### src/hdl/i2c_rangefinder_register_map_assert.svh
// ----------------------------------------------------------------------------
// Rangefinder register map assertion macros
// Shorthand for the clocked checks at the end of the top level.
// ----------------------------------------------------------------------------
`ifndef I2C_RANGEFINDER_REGISTER_MAP_ASSERT_SVH
`define I2C_RANGEFINDER_REGISTER_MAP_ASSERT_SVH

// Same-cycle implication, checked only out of reset.
`define RF_ASSERT_IMPL(label, clk, rst_n, a, b) \
    label: assert property (@(posedge clk) disable iff (!(rst_n)) (a) |-> (b)) \
        else $error("rangefinder check failed: label");

// Next-cycle implication, checked only out of reset.
`define RF_ASSERT_NEXT(label, clk, rst_n, a, b) \
    label: assert property (@(posedge clk) disable iff (!(rst_n)) (a) |=> (b)) \
        else $error("rangefinder check failed: label");

`endif

### src/hdl/i2crf_pkg.sv
// ----------------------------------------------------------------------------
// Rangefinder register map package
// Item codes, register addresses and register image constants.
// ----------------------------------------------------------------------------
`timescale 1ns / 1ps

package i2crf_pkg;

    localparam int NAME_BYTES = 16;

    typedef enum logic [1:0] {
        KIND_SAMPLE = 2'd0,
        KIND_WRITE  = 2'd1,
        KIND_READ   = 2'd2,
        KIND_NONE   = 2'd3
    } t_kind;

    localparam logic [7:0] REG_NAME = 8'd0;
    localparam logic [7:0] REG_MASK = 8'd27;
    localparam logic [7:0] REG_DIST = 8'd44;
    localparam logic [7:0] REG_RATE = 8'd74;

    localparam logic [15:0] MIN_CM       = 16'd20;
    localparam logic [15:0] MAX_CM       = 16'd50000;
    localparam logic [7:0]  STRENGTH_VAL = 8'd100;
    localparam logic [12:0] DIST_RESET   = 13'd2;

    // Reciprocal of ten: (x * 0xCCCD) >> 19 is exact for every 16-bit x.
    localparam logic [15:0] RECIP_TEN   = 16'hCCCD;
    localparam int          RECIP_SHIFT = 19;

    // Write message progress.
    localparam logic [2:0] WC_IDLE  = 3'd0;
    localparam logic [2:0] WC_REG   = 3'd1;
    localparam logic [2:0] WC_DATA1 = 3'd2;
    localparam logic [2:0] WC_DATA2 = 3'd3;
    localparam logic [2:0] WC_DATA3 = 3'd4;
    localparam logic [2:0] WC_DONE  = 3'd5;

    localparam logic [4:0] OFFSET_MAX = 5'd31;

    // Byte of the device name image at a given offset.
    function automatic logic [7:0] name_byte(input logic [4:0] off);
        logic [7:0] b;
        case (off)
            5'd0:    b = 8'h47;
            5'd1:    b = 8'h52;
            5'd2:    b = 8'h46;
            5'd3:    b = 8'h32;
            5'd4:    b = 8'h35;
            5'd5:    b = 8'h30;
            default: b = 8'h00;
        endcase
        if (32'(off) >= NAME_BYTES) begin
            b = 8'h00;
        end
        return b;
    endfunction

endpackage

### src/hdl/i2c_rangefinder_register_map.sv
// ----------------------------------------------------------------------------
// Rangefinder bus register map
// Byte-level bus target register file with range sample conditioning.
// ----------------------------------------------------------------------------
// Usage:
// One input channel (i_in_valid / o_in_stall) carries range samples, bus write
// bytes and bus read bytes, told apart by i_kind. A transfer happens at a clock
// edge with valid high and stall low. Every bus read byte gives exactly one
// transfer on the output channel (o_out_valid / i_out_stall) carrying
// o_read_data; all other items give none.
// Each item is captured in an input register, then processed in a single pass
// of short logic that updates the register map and loads the result register.
// Output valid comes from the result register, loaded from the input register,
// and one item is taken every cycle while no read waits on a stalled result.
// The one multiplier (the divide by ten of a range sample) sits in that
// single pass.
// When the receiver stalls, the result register holds its byte. Samples and
// write bytes keep flowing because they produce no output, until a read byte
// reaches the input register; it then waits there and stalls the input side.
// Reset (synchronous, active low) empties both registers and returns the map
// to rate 1, mask 0, distance 2 with strength 0, no open write message.
// ----------------------------------------------------------------------------
`timescale 1ns / 1ps
`include "i2c_rangefinder_register_map_assert.svh"

module i2c_rangefinder_register_map (
    input  logic        i_clk,
    input  logic        i_rst_n,
    input  logic        i_in_valid,
    output logic        o_in_stall,
    input  logic [1:0]  i_kind,
    input  logic        i_msg_start,
    input  logic [7:0]  i_data_byte,
    input  logic [15:0] i_range_cm,
    output logic        o_out_valid,
    input  logic        i_out_stall,
    output logic [7:0]  o_read_data
);

    // Input register.
    logic        r_in_valid;
    logic [1:0]  r_kind;
    logic        r_msg_start;
    logic [7:0]  r_data_byte;
    logic [15:0] r_range_cm;

    // Register map state.
    logic [7:0]  r_reg_pointer, n_reg_pointer;
    logic [7:0]  r_rate_reg,    n_rate_reg;
    logic [31:0] r_mask_reg,    n_mask_reg;
    logic [12:0] r_dist_raw,    n_dist_raw;
    logic        r_dist_strong, n_dist_strong;
    logic [12:0] r_snap_raw,    n_snap_raw;
    logic        r_snap_strong, n_snap_strong;
    logic [4:0]  r_read_offset, n_read_offset;
    logic [2:0]  r_write_count, n_write_count;
    logic [23:0] r_write_accum, n_write_accum;

    // Result register.
    logic        r_out_valid;
    logic [7:0]  r_read_data;
    logic [7:0]  n_read_data;

    logic        out_blocked;
    logic        proc;
    logic        is_read;
    logic [15:0] clamped_cm;
    logic        sample_strong;
    logic [31:0] recip_product;
    logic [31:0] write_value;
    logic [4:0]  eff_offset;
    logic [12:0] eff_raw;
    logic        eff_strong;
    logic [7:0]  strength_byte;

    assign is_read     = (r_kind == i2crf_pkg::KIND_READ);
    assign out_blocked = r_out_valid && i_out_stall;
    // Only a read needs the result register, so only a read waits for it.
    assign proc        = r_in_valid && !(is_read && out_blocked);
    assign o_in_stall  = r_in_valid && !proc;
    assign o_out_valid = r_out_valid;
    assign o_read_data = r_read_data;

    // Range conditioning: clamp, then divide by ten through the reciprocal.
    always_comb begin
        clamped_cm    = r_range_cm;
        sample_strong = 1'b1;
        if (r_range_cm < i2crf_pkg::MIN_CM) begin
            clamped_cm    = i2crf_pkg::MIN_CM;
            sample_strong = 1'b0;
        end
        if (r_range_cm > i2crf_pkg::MAX_CM) begin
            clamped_cm    = i2crf_pkg::MAX_CM;
            sample_strong = 1'b0;
        end
    end

    assign recip_product = clamped_cm * i2crf_pkg::RECIP_TEN;
    assign write_value   = {r_data_byte, r_write_accum};

    // A read that opens a message sees the fresh snapshot at offset zero.
    assign eff_offset    = r_msg_start ? 5'd0 : r_read_offset;
    assign eff_raw       = r_msg_start ? r_dist_raw : r_snap_raw;
    assign eff_strong    = r_msg_start ? r_dist_strong : r_snap_strong;
    assign strength_byte = eff_strong ? i2crf_pkg::STRENGTH_VAL : 8'd0;

    // Register image byte for the selected register.
    always_comb begin
        n_read_data = 8'd0;
        unique case (r_reg_pointer)
            i2crf_pkg::REG_NAME: begin
                n_read_data = i2crf_pkg::name_byte(eff_offset);
            end
            i2crf_pkg::REG_RATE: begin
                if (eff_offset == 5'd0) begin
                    n_read_data = r_rate_reg;
                end
            end
            i2crf_pkg::REG_MASK: begin
                case (eff_offset)
                    5'd0:    n_read_data = r_mask_reg[7:0];
                    5'd1:    n_read_data = r_mask_reg[15:8];
                    5'd2:    n_read_data = r_mask_reg[23:16];
                    5'd3:    n_read_data = r_mask_reg[31:24];
                    default: n_read_data = 8'd0;
                endcase
            end
            i2crf_pkg::REG_DIST: begin
                case (eff_offset)
                    5'd0:    n_read_data = eff_raw[7:0];
                    5'd1:    n_read_data = {3'd0, eff_raw[12:8]};
                    5'd4:    n_read_data = strength_byte;
                    default: n_read_data = 8'd0;
                endcase
            end
            default: n_read_data = 8'd0;
        endcase
    end

    // Next state of the register map for the item in the input register.
    always_comb begin
        n_reg_pointer = r_reg_pointer;
        n_rate_reg    = r_rate_reg;
        n_mask_reg    = r_mask_reg;
        n_dist_raw    = r_dist_raw;
        n_dist_strong = r_dist_strong;
        n_snap_raw    = r_snap_raw;
        n_snap_strong = r_snap_strong;
        n_read_offset = r_read_offset;
        n_write_count = r_write_count;
        n_write_accum = r_write_accum;
        case (r_kind)
            i2crf_pkg::KIND_SAMPLE: begin
                n_dist_raw    = recip_product[i2crf_pkg::RECIP_SHIFT +: 13];
                n_dist_strong = sample_strong;
            end
            i2crf_pkg::KIND_WRITE: begin
                if (r_msg_start) begin
                    n_reg_pointer = r_data_byte;
                    n_write_count = i2crf_pkg::WC_REG;
                    n_write_accum = 24'd0;
                end else begin
                    case (r_write_count)
                        i2crf_pkg::WC_REG: begin
                            n_write_accum = {r_write_accum[23:8], r_data_byte};
                            n_write_count = i2crf_pkg::WC_DATA1;
                        end
                        i2crf_pkg::WC_DATA1: begin
                            n_write_accum = {r_write_accum[23:16], r_data_byte,
                                             r_write_accum[7:0]};
                            n_write_count = i2crf_pkg::WC_DATA2;
                        end
                        i2crf_pkg::WC_DATA2: begin
                            n_write_accum = {r_data_byte, r_write_accum[15:0]};
                            n_write_count = i2crf_pkg::WC_DATA3;
                        end
                        i2crf_pkg::WC_DATA3: begin
                            // Fourth data byte: apply the whole 32-bit value.
                            if (r_reg_pointer == i2crf_pkg::REG_RATE) begin
                                n_rate_reg = (write_value != 32'd0) ?
                                             write_value[7:0] : 8'd1;
                            end else if (r_reg_pointer == i2crf_pkg::REG_MASK) begin
                                n_mask_reg = write_value;
                            end
                            n_write_count = i2crf_pkg::WC_DONE;
                        end
                        default: begin
                            // No open message, or message already applied.
                        end
                    endcase
                end
            end
            i2crf_pkg::KIND_READ: begin
                if (r_msg_start) begin
                    n_snap_raw    = r_dist_raw;
                    n_snap_strong = r_dist_strong;
                    n_write_count = i2crf_pkg::WC_IDLE;
                end
                n_read_offset = (eff_offset == i2crf_pkg::OFFSET_MAX) ?
                                eff_offset : eff_offset + 5'd1;
            end
            default: begin
                // Unknown item kind is dropped.
            end
        endcase
    end

    always_ff @(posedge i_clk) begin
        if (!i_rst_n) begin
            r_in_valid    <= 1'b0;
            r_out_valid   <= 1'b0;
            r_reg_pointer <= 8'd0;
            r_rate_reg    <= 8'd1;
            r_mask_reg    <= 32'd0;
            r_dist_raw    <= i2crf_pkg::DIST_RESET;
            r_dist_strong <= 1'b0;
            r_snap_raw    <= i2crf_pkg::DIST_RESET;
            r_snap_strong <= 1'b0;
            r_read_offset <= 5'd0;
            r_write_count <= i2crf_pkg::WC_IDLE;
            r_write_accum <= 24'd0;
        end else begin
            if (!o_in_stall) begin
                r_in_valid <= i_in_valid;
            end
            if (proc) begin
                r_reg_pointer <= n_reg_pointer;
                r_rate_reg    <= n_rate_reg;
                r_mask_reg    <= n_mask_reg;
                r_dist_raw    <= n_dist_raw;
                r_dist_strong <= n_dist_strong;
                r_snap_raw    <= n_snap_raw;
                r_snap_strong <= n_snap_strong;
                r_read_offset <= n_read_offset;
                r_write_count <= n_write_count;
                r_write_accum <= n_write_accum;
            end
            if (proc && is_read) begin
                r_out_valid <= 1'b1;
            end else if (!i_out_stall) begin
                r_out_valid <= 1'b0;
            end
        end
    end

    // Payload registers carry no reset.
    always_ff @(posedge i_clk) begin
        if (!o_in_stall) begin
            r_kind      <= i_kind;
            r_msg_start <= i_msg_start;
            r_data_byte <= i_data_byte;
            r_range_cm  <= i_range_cm;
        end
        if (proc && is_read) begin
            r_read_data <= n_read_data;
        end
    end

    // A processed read always leaves a byte in the result register.
    `RF_ASSERT_NEXT(a_read_gives_result, i_clk, i_rst_n, proc && is_read, r_out_valid)
    // A stalled result is never dropped.
    `RF_ASSERT_NEXT(a_stalled_result_held, i_clk, i_rst_n,
                    r_out_valid && i_out_stall, r_out_valid)
    // A read that opens a message closes writes and steps past offset zero.
    `RF_ASSERT_NEXT(a_read_start, i_clk, i_rst_n, proc && is_read && r_msg_start,
                    (r_read_offset == 5'd1) && (r_write_count == i2crf_pkg::WC_IDLE))
    // Stored distance stays within the clamped range in tenths of a metre.
    `RF_ASSERT_NEXT(a_dist_range, i_clk, i_rst_n,
                    proc && (r_kind == i2crf_pkg::KIND_SAMPLE),
                    (r_dist_raw >= 13'd2) && (r_dist_raw <= 13'd5000))

endmodule

### config.mk
export PLATFORM = sky130hd
export DESIGN_NAME = i2c_rangefinder_register_map
export DESIGN_NICKNAME = d
export VERILOG_FILES = /design/src/hdl/i2crf_pkg.sv /design/src/hdl/i2c_rangefinder_register_map.sv
export VERILOG_INCLUDE_DIRS = /design/src /design/src/hdl
export SDC_FILE = /design/constraint.sdc
export NUM_CORES = 1
export LEC_CHECK = 0
export ABC_AREA = 1
export BUFFER_PORTS_ARGS = -buffer_cell sky130_fd_sc_hd__buf_2
export CAP_MARGIN = 40
export CELL_PAD_IN_SITES_DETAIL_PLACEMENT = 1
export CELL_PAD_IN_SITES_GLOBAL_PLACEMENT = 1
export CORE_MARGIN = 5
export CORE_UTILIZATION = 53
export CTS_BUF_LIST = sky130_fd_sc_hd__clkbuf_8
export CTS_CLUSTER_DIAMETER = 40
export DETAILED_ROUTE_END_ITERATION = 10
export PLACE_DENSITY_LB_ADDON = 0.1
export REMOVE_ABC_BUFFERS = 1
export SLEW_MARGIN = 10
export SYNTH_ARGS = -nofsm -noshare
export SYNTH_HDL_FRONTEND = slang
export SYNTH_SLANG_ARGS = --single-unit
### constraint.sdc
create_clock -name i_clk -period 16.4 [get_ports i_clk]
set_input_delay 1.64 -clock i_clk [delete_from_list [all_inputs] [get_ports i_clk]]
set_output_delay 1.64 -clock i_clk [all_outputs]
set_load 0.01 [all_outputs]
==> qor.txt, run 1 <==
status = completed
max-slew violations = 0
Post-synth ARST share = 0%
first-pass GRT wire length = 54.3 mm
Post-Route WL = 33.4 mm
Initial Util = 53.9%
chip width = 156 um
Worst Max-Slew Pin Slew = 0.904 ns
Worst R2R End = r_dist_raw[5]
fmax = 0.147 GHz
RSZ-0062 raised after global routing = no
Avg Vias per Cell = 5.54
drt drc = 0
crit end category = flop
reg2reg setup slack = 9.62 ns
vias in the first global route = 10383
largest net degree at the start of global routing = 49
synthesized area per cell = 8.13 um^2
post-synth top area share = 19.4%
# hold bufs at CTS = 0
yosys warns = 0
placed instance count = 1681
Ant. Diodes = 0
Finish-stage setup viols = 0
Die H = 156 um
post-route ant nets = 0
Final nets = 1671
root buffer cell = clkbuf_8
clk_lat worst skew = 0.46 ns
Sink Count = 145
synthesis-to-finish area growth = 7.65%
slowest library cell on the worst path = edfxtp_1
detailed placer's ending HPWL = 26.9 mm
relative slew slack = 39.6%
Layout Cells excl Fill = 1713
Setup TNS Final = 0 ns
Hold WC Path Type = reg -> reg
Synth Register Bits = 145
Total GRT Usage = 28.4%
total grt overflow = 0
DRT iter0 DRCs = 485
dominant synthesized flop cell = dfxtp_1
Peak VDD IR = 0.000113 V
largest cells by area after synthesis = dfxtp_1 19%, ha_1 15%, fa_1 14%, inv_1 10%, edfxtp_1 9.3%
most frequent CP cell = inv_1
pwr/cell area = 176 mW/mm^2
final hold viol count = 0
CP arrival = 7.14 ns
CP Class = reg -> reg
crit path time final = 6.78 ns
WP data required = 16.76 ns
number of fill cells in the layout = 2610
Num CTS Buffers = 17
GP Congestion = 0.937
Worst Reg-to-Reg Cells = 33
crit path launch type = flop
H-tree Lvls = 4
Synth Cell Area = 0.0113 mm^2
Clock Skew = 0.0237 ns
Leakage = 0.00589 uW
initial antenna violation count = 0
CP max FO = 9
MaxCap Viol Count = 0
total number of vias = 9494
die area = 0.0244 mm^2
max reg flops = 32
CTS tree = done
cts repair resizes = 0
layout cell share with drive strength beyond 1 = 8.28%
core box area = 0.0210 mm^2
library cells used by synthesis = 52
WL/cell = 19.5 um
CTS max path bufs = 2
Pre-antenna DRT Iters = 7
Synth area leader = dfxtp_1
Worst Setup EP = r_dist_raw[5]
fin crit share = 41.4%
cell count after synthesis = 1395
IO Pins = 41
Worst Setup SP = r_range_cm[14]
Port Buffers = 40
clk slew on worst S/H paths = 0.11 ns
CP max stage delay = 0.61 ns
EDFF count, synth = 35
register area share after synthesis = 28.7%
post-CTS setup repair buffer count = 0
Finished Core Util = 58.0%
RR Startpoint = r_range_cm[14]
cell row count = 53
layout by cell type (no fill, tap or decap), types with 4 or more instances in the layout:
cell type  Yosys  layout
inv_1        311     311
nand2_1      173     173
ha_1         135     135
nor2_1       116     116
dfxtp_1      110     110
a21oi_1      106     106
o21ai_0      101     101
fa_1          80      80
buf_2          2      40
edfxtp_1      35      35
nand3_1       31      31
a211oi_1      22      22
clkbuf_8       0      17
nor4_1        15      15
nand2_2       12      12
o22ai_1       12      12
inv_2         10      10
nor3_1         9       9
o21a_1         7       7
a21o_1         6       6
nand4_1        6       6
clkinv_8       0       6
xor2_1         5       5
a221oi_1       5       5
o211ai_1       5       5
a211oi_2       5       5
a22o_1         4       4
a31oi_1        4       4
inv_8          0       4
buf_4          2       4
cell families after synthesis:
logic type,count (synthesis),share of synthesized area (%)
and+or+nand+nor,381,14.8
buffers and inverters,355,12.0
AOI/OAI and AO/OA,292,15.0
adders and majority gates,215,29.0
DFF,145,28.7
xor gates and xnor gates,7,0.541
how the worst min path moves through the flow:
stage | end | cells past startpoint | slack, ns | startpoint
5_1_grt | r_snap_raw[11] | 2 | 0.47 | r_snap_raw[11]
2_1_floorplan | r_snap_raw[0] | 2 | 0.42 | r_snap_raw[0]
4_1_cts | r_snap_raw[11] | 2 | 0.45 | r_snap_raw[11]
6_report | r_snap_raw[7] | 2 | 0.45 | r_snap_raw[7]
3_3_place_gp | r_snap_raw[6] | 2 | 0.44 | r_snap_raw[6]
3_5_place_dp | r_snap_raw[11] | 2 | 0.44 | r_snap_raw[11]
area by class of cell:
class	instances	area, um^2	area share (%)
Tap cell	275	344	2.82
Multi-Input combinational cell	895	6730	55.1
Timing Repair Buffer	45	250	2.05
Clock inverter	15	189	1.55
Inverter	321	1200	9.87
Clock buffer	17	234	1.92
Sequential cell	145	3250	26.7
where the power goes:
group	internal (uW)	switching (uW)
Combinational	525	948
Clock	118	173
Sequential	375	8.29
Total	1020	1130
worst max-delay path: cells and delay by family, from the launching register on:
kind                     cells  cell delay (ns)
AND/OR/NAND/NOR             10             1.03
buffers and inverters       10             0.75
adder cells (fa/ha/maj)      7             3.45
flip-flops                   1             0.61
AO/OA/AOI/OAI                6             0.87
cells in the mapped netlist (3+ instances only):
cell	count
a211oi_1	22
a211oi_2	5
a21o_1	6
a21oi_1	106
a221oi_1	5
a22o_1	4
a31oi_1	4
clkbuf_1	26
dfxtp_1	110
edfxtp_1	35
fa_1	80
ha_1	135
inv_1	311
inv_2	10
nand2_1	173
nand2_2	12
nand3_1	31
nand4_1	6
nor2_1	116
nor2_2	3
nor3_1	9
nor4_1	15
o2111ai_1	3
o211ai_1	5
o21a_1	7
o21ai_0	101
o22ai_1	12
xor2_1	5
per-stage QoR:
| step | power [uW] | area [um^2] | hold WS (ns) | worst slack, ns |
|---|---|---|---|---|
| after floorplan | 1430 | 11200 | 0.424 | 10.35 |
| final | 2150 | 12200 | 0.452 | 9.62 |
| after global placement | 1790 | 11800 | 0.435 | 9.87 |
| after CTS | 2160 | 12200 | 0.455 | 9.60 |
| after detailed placement | 1850 | 11800 | 0.441 | 9.68 |
| after global routing | 2380 | 12200 | 0.471 | 9.07 |
routing by layer:
metal  routed length (um)  share of wire [%]  up-vias  global-route usage [%]
li1                     -                  -     4566                       -
met1                15400                 46     4649                    39.4
met2                15400                 46      240                    46.3
met3                 2100                6.3       39                    5.92
met4                  423                1.3        0                    5.58
met5                    0                  0        -                       0
Power figures use the tool's default switching activity.
==> run 2, diff against run 1 <==
--- a/config.mk
+++ b/config.mk
@@ -12,7 +12,7 @@
 export CELL_PAD_IN_SITES_DETAIL_PLACEMENT = 1
 export CELL_PAD_IN_SITES_GLOBAL_PLACEMENT = 1
 export CORE_MARGIN = 5
-export CORE_UTILIZATION = 53
+export CORE_UTILIZATION = 45
 export CTS_BUF_LIST = sky130_fd_sc_hd__clkbuf_8
 export CTS_CLUSTER_DIAMETER = 40
 export DETAILED_ROUTE_END_ITERATION = 10
==> constraint.sdc (replaced) <==
create_clock -name i_clk -period 5.7 [get_ports i_clk]
set_input_delay 0.57 -clock i_clk [delete_from_list [all_inputs] [get_ports i_clk]]
set_output_delay 0.57 -clock i_clk [all_outputs]
set_load 0.01 [all_outputs]
==> run 2 against run 1 <==
  * The run now ends with negative setup slack left
  * Core utilization down 0.46 points
  * Global-route usage down 0.12 points
  * Die area up 17%
  * Cell count up 13%
  * Final area up 18%
==> qor.txt, run 2 (synthesis gave the netlist of run 1 again) <==
H-tree Lvls = 4
CP Class = reg -> reg
pwr/cell area = 681 mW/mm^2
Total GRT Usage = 28.2%
most frequent cells in the layout = 280 x inv_1, 168 x buf_4, 147 x nand2_1
CP max stage delay = 0.56 ns
WP data required = 6.07 ns
Hold WC Path Type = in -> reg
crit end category = flop
drt drc = 0
slowest library cell on the worst path = fa_1
Psw = 4890 uW
vias in the first global route = 11622
total grt overflow = 0
initial antenna violation count = 0
Finished Core Util = 57.6%
RSZ-0062 raised after global routing = yes
Pre-antenna DRT Iters = 5
Comb pwr share = 80.1%
final hold viol count = 0
DRT iter0 DRCs = 650
CP max FO = 4
Tot Pwr = 9790 uW
post-route ant nets = 0
Peak VDD IR = 0.000741 V
GP Congestion = 0.898
relative slew slack = 42.5%
most common cell after layout, fill and taps aside = inv_1
power share of the sequential group = 11.3%
WL/cell = 21.4 um
core box area = 0.0250 mm^2
Num CTS Buffers = 17
cell row count = 58
Setup WS post-layout = -0.451 ns
Hold Crit Start = i_data_byte[1]
Layout Cells excl Fill = 1942
status = complete, but fails checks
die area = 0.0285 mm^2
Port Buffers = 40
switching portion of total power = 50.0%
RR Startpoint = r_range_cm[7]
# hold bufs at CTS = 0
most frequent CP cell = inv_2
root buffer cell = clkbuf_8
layout cell share with drive strength beyond 1 = 27.5%
first-pass GRT wire length = 63.0 mm
MaxCap Viol Count = 0
Setup TNS Final = -4.04 ns
total number of vias = 10564
Clock Skew = 0.0232 ns
violated checks = negative setup slack
chip width = 169 um
Final nets = 1845
CTS max path bufs = 2
CTS tree = done
Worst Setup SP = r_range_cm[7]
clk_lat worst skew = 0.46 ns
Clock power frac = 8.6%
Sink Count = 145
Ant. Diodes = 0
max-slew violations = 0
Die H = 169 um
detailed placer's ending HPWL = 27.2 mm
synthesis-to-finish area growth = 26.8%
placed instance count = 1856
Avg Vias per Cell = 5.44
Initial Util = 45.4%
Worst Max-Slew Pin Slew = 0.855 ns
crit path time final = 6.15 ns
fmax = 0.163 GHz
internal power = 4900 uW
Finish-stage setup viols = 13
CP arrival = 6.52 ns
IO Pins = 41
Post-Route WL = 41.6 mm
crit path launch type = flop
Leakage = 0.00680 uW
max reg flops = 32
fin crit share = 108%
largest net degree at the start of global routing = 64
clk slew on worst S/H paths = 0.10 ns
==> run 2: cell count changes in the layout (fill, tap and decap cells not counted), moves of 10 or more <==
| cell | delta |
|---|---|
| ha_1 | -25 |
| nor2_2 | +13 |
| a21oi_2 | +13 |
| inv_1 | -31 |
| nand2_2 | +16 |
| inv_2 | +26 |
| nor2_4 | +14 |
| ha_4 | +23 |
| buf_4 | +164 |
| a21oi_1 | -19 |
| nor2_1 | -27 |
| nand2_4 | +10 |
| nand2_1 | -26 |
==> run 2: critical path: cells and delay by family (launching register included) <==
| family | cells | cell delay (ns) |
|---|---|---|
| AO/OA/AOI/OAI | 6 | 0.71 |
| adder cells (fa/ha/maj) | 7 | 3.05 |
| buffers and inverters | 10 | 0.77 |
| flip-flops | 1 | 0.50 |
| AND/OR/NAND/NOR | 9 | 1.01 |
==> run 2: worst paths after layout <==
check | slack [ns] | to | cells after the start
max | -0.45 | r_dist_raw[5] | 32
min | 0.27 | r_data_byte[1] | 1
max reg2reg | -0.45 | r_dist_raw[5] | 32
min reg2reg | 0.46 | r_snap_raw[11] | 2
==> run 2: layout make-up <==
class,instances,area (um^2)
Clock inverter,15,163
Clock buffer,17,234
Fill cell,3024,10600
Timing Repair Buffer,219,1590
Inverter,321,1220
Multi-Input combinational cell,895,7500
Tap cell,330,413
Sequential cell,145,3250
==> run 2: stage by stage <==
stage                     instance area, um^2  setup slack [ns]  hold slack, ns
after global placement                  12700            -0.319           0.434
after CTS                               14000           -0.0163           0.245
after global routing                    14400            -0.638           0.259
after detailed placement                12700            -0.538           0.443
final                                   14400            -0.451           0.273
after floorplan                         11200            -0.354           0.424
==> run 2: timing repair <==
action	4_1_cts	5_1_grt
pin swaps	60	79
setup buffers	51	10
endpoints found under the setup margin	13	14
resized for setup	119	91
==> run 2: power groups by stage <==
| stage | registers [uW] | logic (uW) | clock network [uW] |
|---|---|---|---|
| finish | 1100 | 7840 | 845 |
| global route | 1110 | 8400 | 896 |
| global placement | 1120 | 4970 | 0 |
| CTS | 1100 | 6580 | 856 |
| floorplan | 1120 | 3000 | 0 |
| detailed placement | 1120 | 5150 | 0 |
==> run 2: per-layer routing <==
layer  global-route usage [%]  vias up  wire length [um]
li1                         -     4912                 -
met1                     37.2     5220             17600
met2                     47.1      320             20100
met3                     3.88      112              2080
met4                     11.2        0              1800
met5                        0        -                 0
==> run 3, diff against run 2 <==
--- a/config.mk
+++ b/config.mk
@@ -12,10 +12,12 @@
 export CELL_PAD_IN_SITES_DETAIL_PLACEMENT = 1
 export CELL_PAD_IN_SITES_GLOBAL_PLACEMENT = 1
 export CORE_MARGIN = 5
-export CORE_UTILIZATION = 45
+export CORE_UTILIZATION = 49
 export CTS_BUF_LIST = sky130_fd_sc_hd__clkbuf_8
 export CTS_CLUSTER_DIAMETER = 40
 export DETAILED_ROUTE_END_ITERATION = 10
+export GPL_ROUTABILITY_DRIVEN = 0
+export MAX_ROUTING_LAYER = met4
 export PLACE_DENSITY_LB_ADDON = 0.1
 export REMOVE_ABC_BUFFERS = 1
 export SLEW_MARGIN = 10
==> constraint.sdc (replaced) <==
create_clock -name i_clk -period 6.5 [get_ports i_clk]
set_input_delay 0.65 -clock i_clk [delete_from_list [all_inputs] [get_ports i_clk]]
set_output_delay 0.65 -clock i_clk [all_outputs]
set_load 0.01 [all_outputs]
==> run 3 against run 2 <==
  * The run now ends clean
  * Non-clock buffer count down 156
  * Die area down 7.7%
  * Total power down 43%
  * Core utilization down 3.0 points
  * Clock skew down 0.0055 ns
  * Critical endpoint is now r_dist_raw[11]
  * Largest power group unchanged
==> qor.txt, run 3 (synthesis gave the netlist of run 1 again) <==
status = completed
total grt overflow = 0
cell row count = 55
Sink Count = 145
root buffer cell = clkbuf_8
number of fill cells in the layout = 2785
CTS max path bufs = 2
RR Startpoint = r_range_cm[7]
post-route ant nets = 0
fmax = 0.161 GHz
Worst R2R End = r_dist_raw[11]
Worst Setup SP = r_range_cm[7]
Worst Max-Slew Pin Slew = 0.917 ns
Worst Reg-to-Reg Cells = 28
core box area = 0.0227 mm^2
placed instance count = 1701
Post-Route WL = 33.2 mm
relative slew slack = 38.4%
final hold viol count = 0
CP max FO = 9
DRT iter0 DRCs = 427
crit path time final = 6.20 ns
Peak VDD IR = 0.000308 V
clk_lat worst skew = 0.47 ns
fin crit share = 95.4%
max-slew violations = 0
Final nets = 1689
CTS tree = done
WL/cell = 19.1 um
H-tree Lvls = 4
Port Buffers = 40
reg2reg setup slack = 0.30 ns
crit path launch type = flop
chip width = 162 um
detailed placer's ending HPWL = 26.5 mm
initial antenna violation count = 0
total number of vias = 9510
Avg Vias per Cell = 5.46
first-pass GRT wire length = 53.8 mm
most frequent cells in the layout = 307 x inv_1, 169 x nand2_1, 131 x ha_1
MaxCap Viol Count = 0
die area = 0.0263 mm^2
vias in the first global route = 10100
Die H = 162 um
Ant. Diodes = 0
Clock Skew = 0.0177 ns
CP arrival = 6.51 ns
Worst Setup EP = r_dist_raw[11]
clk slew on worst S/H paths = 0.09 ns
most common cell after layout, fill and taps aside = inv_1
CP max stage delay = 0.55 ns
slowest library cell on the worst path = fa_1
layout cell share with drive strength beyond 1 = 11.4%
Hold WC Path Type = in -> reg
IO Pins = 41
Leakage = 0.00595 uW
largest net degree at the start of global routing = 64
WP data required = 6.81 ns
Finish-stage setup viols = 0
pwr/cell area = 452 mW/mm^2
Initial Util = 49.9%
CP Class = reg -> reg
Total GRT Usage = 26.7%
Setup TNS Final = 0 ns
crit end category = flop
Num CTS Buffers = 17
Hold Crit Start = i_range_cm[3]
drt drc = 0
max reg flops = 32
synthesis-to-finish area growth = 9.46%
Pre-antenna DRT Iters = 5
Finished Core Util = 54.6%
Layout Cells excl Fill = 1741
most frequent CP cell = inv_1
[run 3: layout make-up]
cell class,instances,area (um^2),share of cell area [%]
Sequential cell,145,3250,26.2
Inverter,321,1210,9.74
Clock inverter,15,135,1.09
Timing Repair Buffer,63,373,3.01
Multi-Input combinational cell,895,6850,55.2
Clock buffer,17,234,1.89
Tap cell,285,357,2.87
[run 3: worst max-delay path: cells and delay by family (launching register included)]
| kind | cells | cell delay [ns] |
|---|---|---|
| fa+ha+maj | 7 | 3.24 |
| simple gates | 7 | 0.75 |
| buf+inv | 8 | 0.58 |
| compound gates | 6 | 1.05 |
| flops | 1 | 0.43 |
[run 3: worst min-delay path by stage]
stage                                 to  slack [ns]  cells after the start
after CTS                  r_range_cm[0]        0.32                      1
after global routing       r_range_cm[5]        0.32                      1
final                      r_range_cm[3]        0.35                      1
after detailed placement   r_snap_raw[0]        0.44                      2
after floorplan            r_snap_raw[0]        0.42                      2
after global placement    r_snap_raw[12]        0.43                      2
[run 3: what timing repair did]
action                     CTS  global route
hold buffers                 0             0
gates resized for setup      2            33
pin swaps                    0             4
cloned                       0             0
setup endpoints to repair    3            12
setup buffers                1             7
[run 3: report_power, final]
| part | total, uW | switching (uW) | internal, uW |
|---|---|---|---|
| clock network | 690 | 408 | 281 |
| logic | 3950 | 2510 | 1440 |
| registers | 965 | 19.4 | 946 |
| total | 5600 | 2940 | 2670 |
[run 3: per-layer routing]
| layer | GRT usage, % | wire (um) | share of wire [%] |
|---|---|---|---|
| met1 | 37.5 | 16000 | 48 |
| met2 | 40.9 | 15100 | 45 |
| met3 | 4.74 | 1700 | 5.1 |
| met4 | 5.42 | 481 | 1.4 |
| met5 | - | 0 | 0 |
[run 3: stage by stage]
| step | hold slack [ns] | worst slack (ns) | area [um^2] | total power, uW |
|---|---|---|---|---|
| 2_1_floorplan | 0.424 | 0.446 | 11200 | 3610 |
| 6_report | 0.350 | 0.301 | 12400 | 5600 |
| 5_1_grt | 0.322 | -0.0470 | 12400 | 6210 |
| 3_5_place_dp | 0.443 | -0.0495 | 11900 | 4630 |
| 3_3_place_gp | 0.434 | 0.123 | 11800 | 4520 |
| 4_1_cts | 0.318 | 0.0264 | 12200 | 5400 |
